$ cat config.mk
export PLATFORM = sky130hd
export DESIGN_NAME = rrb_divider
export DESIGN_NICKNAME = d
export VERILOG_FILES = /design/src/rtl/rrb_pkg.sv /design/src/rtl/rrb_divider.sv
export SDC_FILE = /design/constraint.sdc
export NUM_CORES = 1
export LEC_CHECK = 0
export BUFFER_PORTS_ARGS = -buffer_cell sky130_fd_sc_hd__buf_2
export CAP_MARGIN = 20
export CELL_PAD_IN_SITES_DETAIL_PLACEMENT = 0
export CELL_PAD_IN_SITES_GLOBAL_PLACEMENT = 2
export CORE_ASPECT_RATIO = 1.5
export CORE_UTILIZATION = 37
export CTS_CLUSTER_DIAMETER = 150
export DETAILED_ROUTE_END_ITERATION = 6
export GPL_TIMING_DRIVEN = 1
export PLACE_DENSITY = 0.87
export REMOVE_ABC_BUFFERS = 1
export SKIP_LAST_GASP = 1
export SLEW_MARGIN = 30
export SYNTH_ARGS = -nofsm -noshare
export SYNTH_HDL_FRONTEND = slang
export SYNTH_SLANG_ARGS = --single-unit
$ cat constraint.sdc
create_clock -name clock -period 13.7 [get_ports clock]
set_clock_uncertainty 0.1 [all_clocks]
set_input_delay 1.37 -clock clock [delete_from_list [all_inputs] [get_ports clock]]
set_output_delay 1.37 -clock clock [all_outputs]
set_load 0.05 [all_outputs]
$ cat src/rtl/rrb_pkg.sv
// ----------------------------------------------------------------------------
// rrb_pkg
// Shared types and constants for the bounded rational reducer.
// ----------------------------------------------------------------------------
package rrb_pkg;

   localparam int WORD_W = 64;
   localparam int LIM_W  = 31;

   typedef struct packed {
      logic signed [63:0] numerator;
      logic signed [63:0] denominator;
   } req_type;

   typedef struct packed {
      logic signed [31:0] out_num;
      logic [30:0]        out_den;
   } rsp_type;

   typedef struct packed {
      logic busy;
      logic done;
   } div_stat_type;

endpackage

$ cat src/rtl/rrb_divider.sv
// ----------------------------------------------------------------------------
// rrb_divider
// Restoring 64-bit unsigned divider, one quotient bit per cycle.
// ----------------------------------------------------------------------------
module rrb_divider (
   input  logic                     clock,
   input  logic                     reset,
   input  logic                     start,
   input  logic [63:0]              dividend,
   input  logic [63:0]              divisor,
   output rrb_pkg::div_stat_type    stat,
   output logic [63:0]              quotient,
   output logic [63:0]              remainder
);
   import rrb_pkg::*;

   logic        busy_ff, busy_in;
   logic        done_ff, done_in;
   logic [5:0]  cnt_ff, cnt_in;
   logic [63:0] quo_ff, quo_in;
   logic [63:0] rem_ff, rem_in;
   logic [63:0] dvs_ff, dvs_in;
   logic [64:0] trial;
   logic [64:0] diff;

   always_comb begin
      trial   = {rem_ff, quo_ff[63]};
      diff    = trial - {1'b0, dvs_ff};
      busy_in = busy_ff;
      done_in = 1'b0;
      cnt_in  = cnt_ff;
      quo_in  = quo_ff;
      rem_in  = rem_ff;
      dvs_in  = dvs_ff;
      if (busy_ff) begin
         if (!diff[64]) begin
            rem_in = diff[63:0];
            quo_in = {quo_ff[62:0], 1'b1};
         end else begin
            rem_in = trial[63:0];
            quo_in = {quo_ff[62:0], 1'b0};
         end
         cnt_in = cnt_ff - 6'd1;
         if (cnt_ff == 6'd0) begin
            busy_in = 1'b0;
            done_in = 1'b1;
         end
      end else if (start) begin
         busy_in = 1'b1;
         cnt_in  = 6'd63;
         quo_in  = dividend;
         rem_in  = '0;
         dvs_in  = divisor;
      end
   end

   always_ff @(posedge clock) begin
      if (reset) begin
         busy_ff <= 1'b0;
         done_ff <= 1'b0;
      end else begin
         busy_ff <= busy_in;
         done_ff <= done_in;
      end
      cnt_ff <= cnt_in;
      quo_ff <= quo_in;
      rem_ff <= rem_in;
      dvs_ff <= dvs_in;
   end

   assign stat.busy = busy_ff;
   assign stat.done = done_ff;
   assign quotient  = quo_ff;
   assign remainder = rem_ff;

endmodule

# == Yosys cells after proc, flatten, opt, wreduce, memory -nomap -nowiden ==
# Cells that the tools add are included.
# word_totals
ff_bits,200
latchBits,0
ram_bits,0
rom_bits,0
in_bits,131
output_inout_bits,130
wordCells,25
mem_count,0
# op_classes
addsub,2
mul,0
div_mod_pow,0
order_cmp,0
eq_ne,0
n_shift,0
n_mux,12
n_bitwise,1
reduce_logical,4
# op_table
op,count
$mux W64,5
$sub A65 B64 Y65,1
$mux W6,2
$logic_not A6 Y1,1
$sub A6 B1 Y6 const B,1
$mux W1,5
$reduce_and A2 Y1,1
$reduce_bool A2 Y1,1
$reduce_or A2 Y1,1
$not A1 Y1,1

# == Depth between registers and ports, before layout ==
# depth
word_depth,3
mapped_depth,14
ltp_nobuf,12

# == Least setup slack after synthesis ==
# No wires, ideal clock.
# synth_path
kind,in2reg
start,in start
end,"reg dvs_ff[0], enable pin"
setup_ns,0.493
arrival_time_ns,4.184
path_slack_ns,8.923
stages,1
cell_sequence,nor2b_1
# synth_via
elab_chain_len,1
# synth_lines
item,line,rtl
start: declaration,rrb_divider.sv:8,"input logic start,"
$reduce_and A2 Y1 (no line),-,
end signal: assignment,rrb_divider.sv:68,dvs_ff <= dvs_in;
end: declaration,rrb_divider.sv:22,"logic [63:0] dvs_ff, dvs_in;"
# No other way between the ends.
# A chain may end at the register's enable or synchronous reset.

# == Worst setup path in the final report ==
# layout_path
start,reg rem_ff[26] (netlist: remainder[26])
end,reg rem_ff[63] (netlist: remainder[63]) (data pin)
# layout_via
elab_chain_len,3
# layout_lines
item,line,rtl
start: declaration,rrb_divider.sv:21,"logic [63:0] rem_ff, rem_in;"
start signal: assignment,rrb_divider.sv:67,rem_ff <= rem_in;
$sub A65 B64 Y65,rrb_divider.sv:28,"diff = trial - {1'b0, dvs_ff};"
$mux W64,rrb_divider.sv:36,if (!diff[64]) begin
$mux W64,rrb_divider.sv:35,if (busy_ff) begin
# No other way between the ends.

==> results.json <==
{
  "seqPwrFrac_pct": 39.7,
  "postRouteAntennaNets": 0,
  "portBuffers": 260,
  "p_sw_share_pct": 39.1,
  "drtIter0Drc": 388,
  "tns_ps": 0,
  "cts_buffers": 17,
  "clockBufferDepth": 2,
  "multiInputGateArea_um2": 5590,
  "dieArea_um2": 33500,
  "n_fill_cell": 3149,
  "yosysWarnings": 0,
  "r2r-end": "remainder[63]$_SDFFCE_PN0P_",
  "switchingPower_w": 0.000774,
  "grt_pass1_wl_um": 52600,
  "post-cts-setup-buffers": 0,
  "reg2reg_depth": 10,
  "arrival_ps": 4480,
  "rows": 80,
  "final_nets": 1603,
  "io_pins": 261,
  "start_util_pct": 37.9,
  "die_height_um": 224,
  "grt_usage_pct": 20.5,
  "antenna_cells": 0,
  "fin_crit_sh_pct": 31.9,
  "syn2layout_area_growth_pct": 18.5,
  "grt_max_degree": 78,
  "worst_pin_slew_ps": 901,
  "insertion_delay_ps": 470,
  "power_frac_comb_pct": 34.3,
  "ys.flop_type": "edfxtp_1",
  "grt_pass1_vias": 9937,
  "crit_path_start": "remainder[26]$_SDFFCE_PN0P_",
  "yosys.cell_types.count": 67,
  "timing.slew.headroom_pct": 40.0,
  "cp_max_fo": 65,
  "max_freq_ghz": 0.229,
  "crit_path_end_kind": "register",
  "vias": 9673,
  "status": "completed",
  "crit_type": "reg2reg",
  "synth_seq_cells": 200,
  "setup-violations-final": 0,
  "r2r_start": "remainder[26]$_SDFFCE_PN0P_",
  "synth_edf_count": 198,
  "grt.overflow.total": 0,
  "hpwl_um": 25400,
  "fin_crit_ps": 4370,
  "antenna_found_initial": 1,
  "crit_end": "remainder[63]$_SDFFCE_PN0P_",
  "drt_wl_total_um": 33800,
  "async_flop_share_pct": 0,
  "cp.required_ps": 13820,
  "hp-class": "reg2reg",
  "finalPower_w": 0.00198,
  "wire_per_inst_um": 18.5,
  "rsz0062_at_grt": "no",
  "seq_area_frac_synth_pct": 49.3,
  "gp_congestion": 0.846,
  "p_int_w": 0.00121,
  "cts_hold_buf": 0,
  "syn-mean-instance-area_um2": 10.3,
  "leakagePower_nw": 6.18,
  "seq_area_um2": 5990,
  "cts_max_level": 4,
  "syn_inst": 1174,
  "reg2reg_slack_ps": 9330,
  "drive_gt1_share_pct": 26.6,
  "path_clk_slew_ps": 80,
  "place_inst": 1795,
  "netlist_area_um2": 12100,
  "maxCapViolCount": 0,
  "vias_per_cell": 5.29,
  "powerDensity_nw_per_um2": 138,
  "clkPwrFrac_pct": 26.0,
  "drtPass1Iterations": 4,
  "cts-root-buf": "clkbuf_16",
  "core_um2": 32000,
  "hold_viol": 0,
  "die_w_um": 150,
  "instances_no_fill": 1828,
  "start_kind": "register",
  "route.detailed.drc": 0,
  "cts_resized": 0,
  "vdd_ir_drop_max_uv": 84.8,
  "cts_tree": "built",
  "finalMaxSlewViolations": 0,
  "cts_sinks": 200
}
-- power groups by stage --
stage          clock (W)  sequential (W)  combinational (W)
6_report        0.000515        0.000786           0.000680
5_1_grt         0.000545        0.000795           0.000741
4_1_cts         0.000531        0.000788           0.000685
3_5_place_dp           0        0.000800           0.000683
3_3_place_gp           0        0.000798           0.000683
2_1_floorplan          0        0.000957           0.000344
-- flip-flops by register name, indices dropped and copies added, names as in the netlist --
signal / flops
done_ff: 1
remainder: 64
busy_ff: 1
quotient: 64
cnt_ff: 6
dvs_ff: 64
-- worst min-delay path by stage --
stage / from / end / slack [ps] / cells past startpoint
global route: cnt_ff[2]$_SDFFCE_PN1P_ / done_ff$_SDFF_PP0_ / 490 / 1
floorplan: cnt_ff[3]$_SDFFCE_PN1P_ / done_ff$_SDFF_PP0_ / 400 / 1
finish: cnt_ff[3]$_SDFFCE_PN1P_ / done_ff$_SDFF_PP0_ / 470 / 1
detailed placement: cnt_ff[3]$_SDFFCE_PN1P_ / done_ff$_SDFF_PP0_ / 450 / 1
CTS: cnt_ff[3]$_SDFFCE_PN1P_ / done_ff$_SDFF_PP0_ / 470 / 1
global placement: quotient[21]$_DFFE_PP_ / quotient[22]$_DFFE_PP_ / 450 / 1
-- kinds of logic after synthesis --
kind of cell             after synthesis  share of synthesized area, %
AO/OA/AOI/OAI                        331                          17.0
adder cells (fa/ha/maj)               67                          6.97
AND/OR/NAND/NOR                      323                          12.7
multiplexers                          67                          6.18
buffers and inverters                142                          4.61
flip-flops                           200                          49.3
XOR/XNOR                              44                          3.18
-- cell type report --
cell class              count  area share (%)
multi-input cells         832            38.9
clock buffers              17            2.96
clock inverters            15            1.20
well taps                 410            3.57
flip-flops and latches    200            41.7
repair buffers            267            9.41
inverters                  87            2.31
-- cells in the final DEF (no fill, tap or decap), drive strengths merged, types with 8 or more instances in the layout --
cell type / instances
nor2: 55
clkbuf: 17
nand3: 21
a21o: 41
xnor2: 31
and2: 9
o21a: 11
xor2: 13
edfxtp: 198
a211oi: 15
or3: 9
buf: 267
mux2: 63
and3: 14
o21bai: 16
o21ai: 58
o211ai: 8
a21oi: 132
ha: 66
inv: 95
nand4: 20
nand2: 140
nor3: 20
-- metal layers --
metal | up-vias | share of wire (%) | track usage (%)
li1 | 4788 | - | -
met1 | 4607 | 39 | 22.6
met2 | 228 | 54 | 37.4
met3 | 48 | 5.1 | 4.66
met4 | 2 | 2.5 | 8.02
met5 | - | 0.030 | 0
-- worst max-delay path, stage by stage, from the launching register on --
cell and delay (ps):
edfxtp_1 410, ha_1 400, a21oi_1 220, o21ai_0 200
a221oi_1 490, o21ai_0 170, a22oi_1 400, a21oi_1 200
or4_4 880, and3_1 350, a311o_1 280
-- synthesized netlist by cell type (15+ instances only) --
cell type / n / area (um^2)
edfxtp_1: 198 / 5950
nand2_1: 139 / 522
a21oi_1: 131 / 656
inv_1: 87 / 327
ha_1: 66 / 826
mux2_2: 63 / 709
o21ai_0: 56 / 280
nor2_1: 55 / 206
a21o_1: 41 / 308
clkbuf_1: 37 / 139
xnor2_1: 31 / 272
nand3_1: 21 / 105
nand4_1: 20 / 125
nor3_1: 20 / 100
o21bai_1: 16 / 120
a211oi_1: 15 / 113
-- through the flow --
step	hold slack, ps	setup slack (ps)	cell area (um^2)	util (%)
2_1_floorplan	403	7840	11900	-
3_3_place_gp	450	9160	13800	43.0
3_5_place_dp	450	9090	13800	43.0
4_1_cts	468	9060	14400	44.9
5_1_grt	494	9120	14400	44.9
6_report	466	9330	14400	44.9
Power figures use the tool's default switching activity.
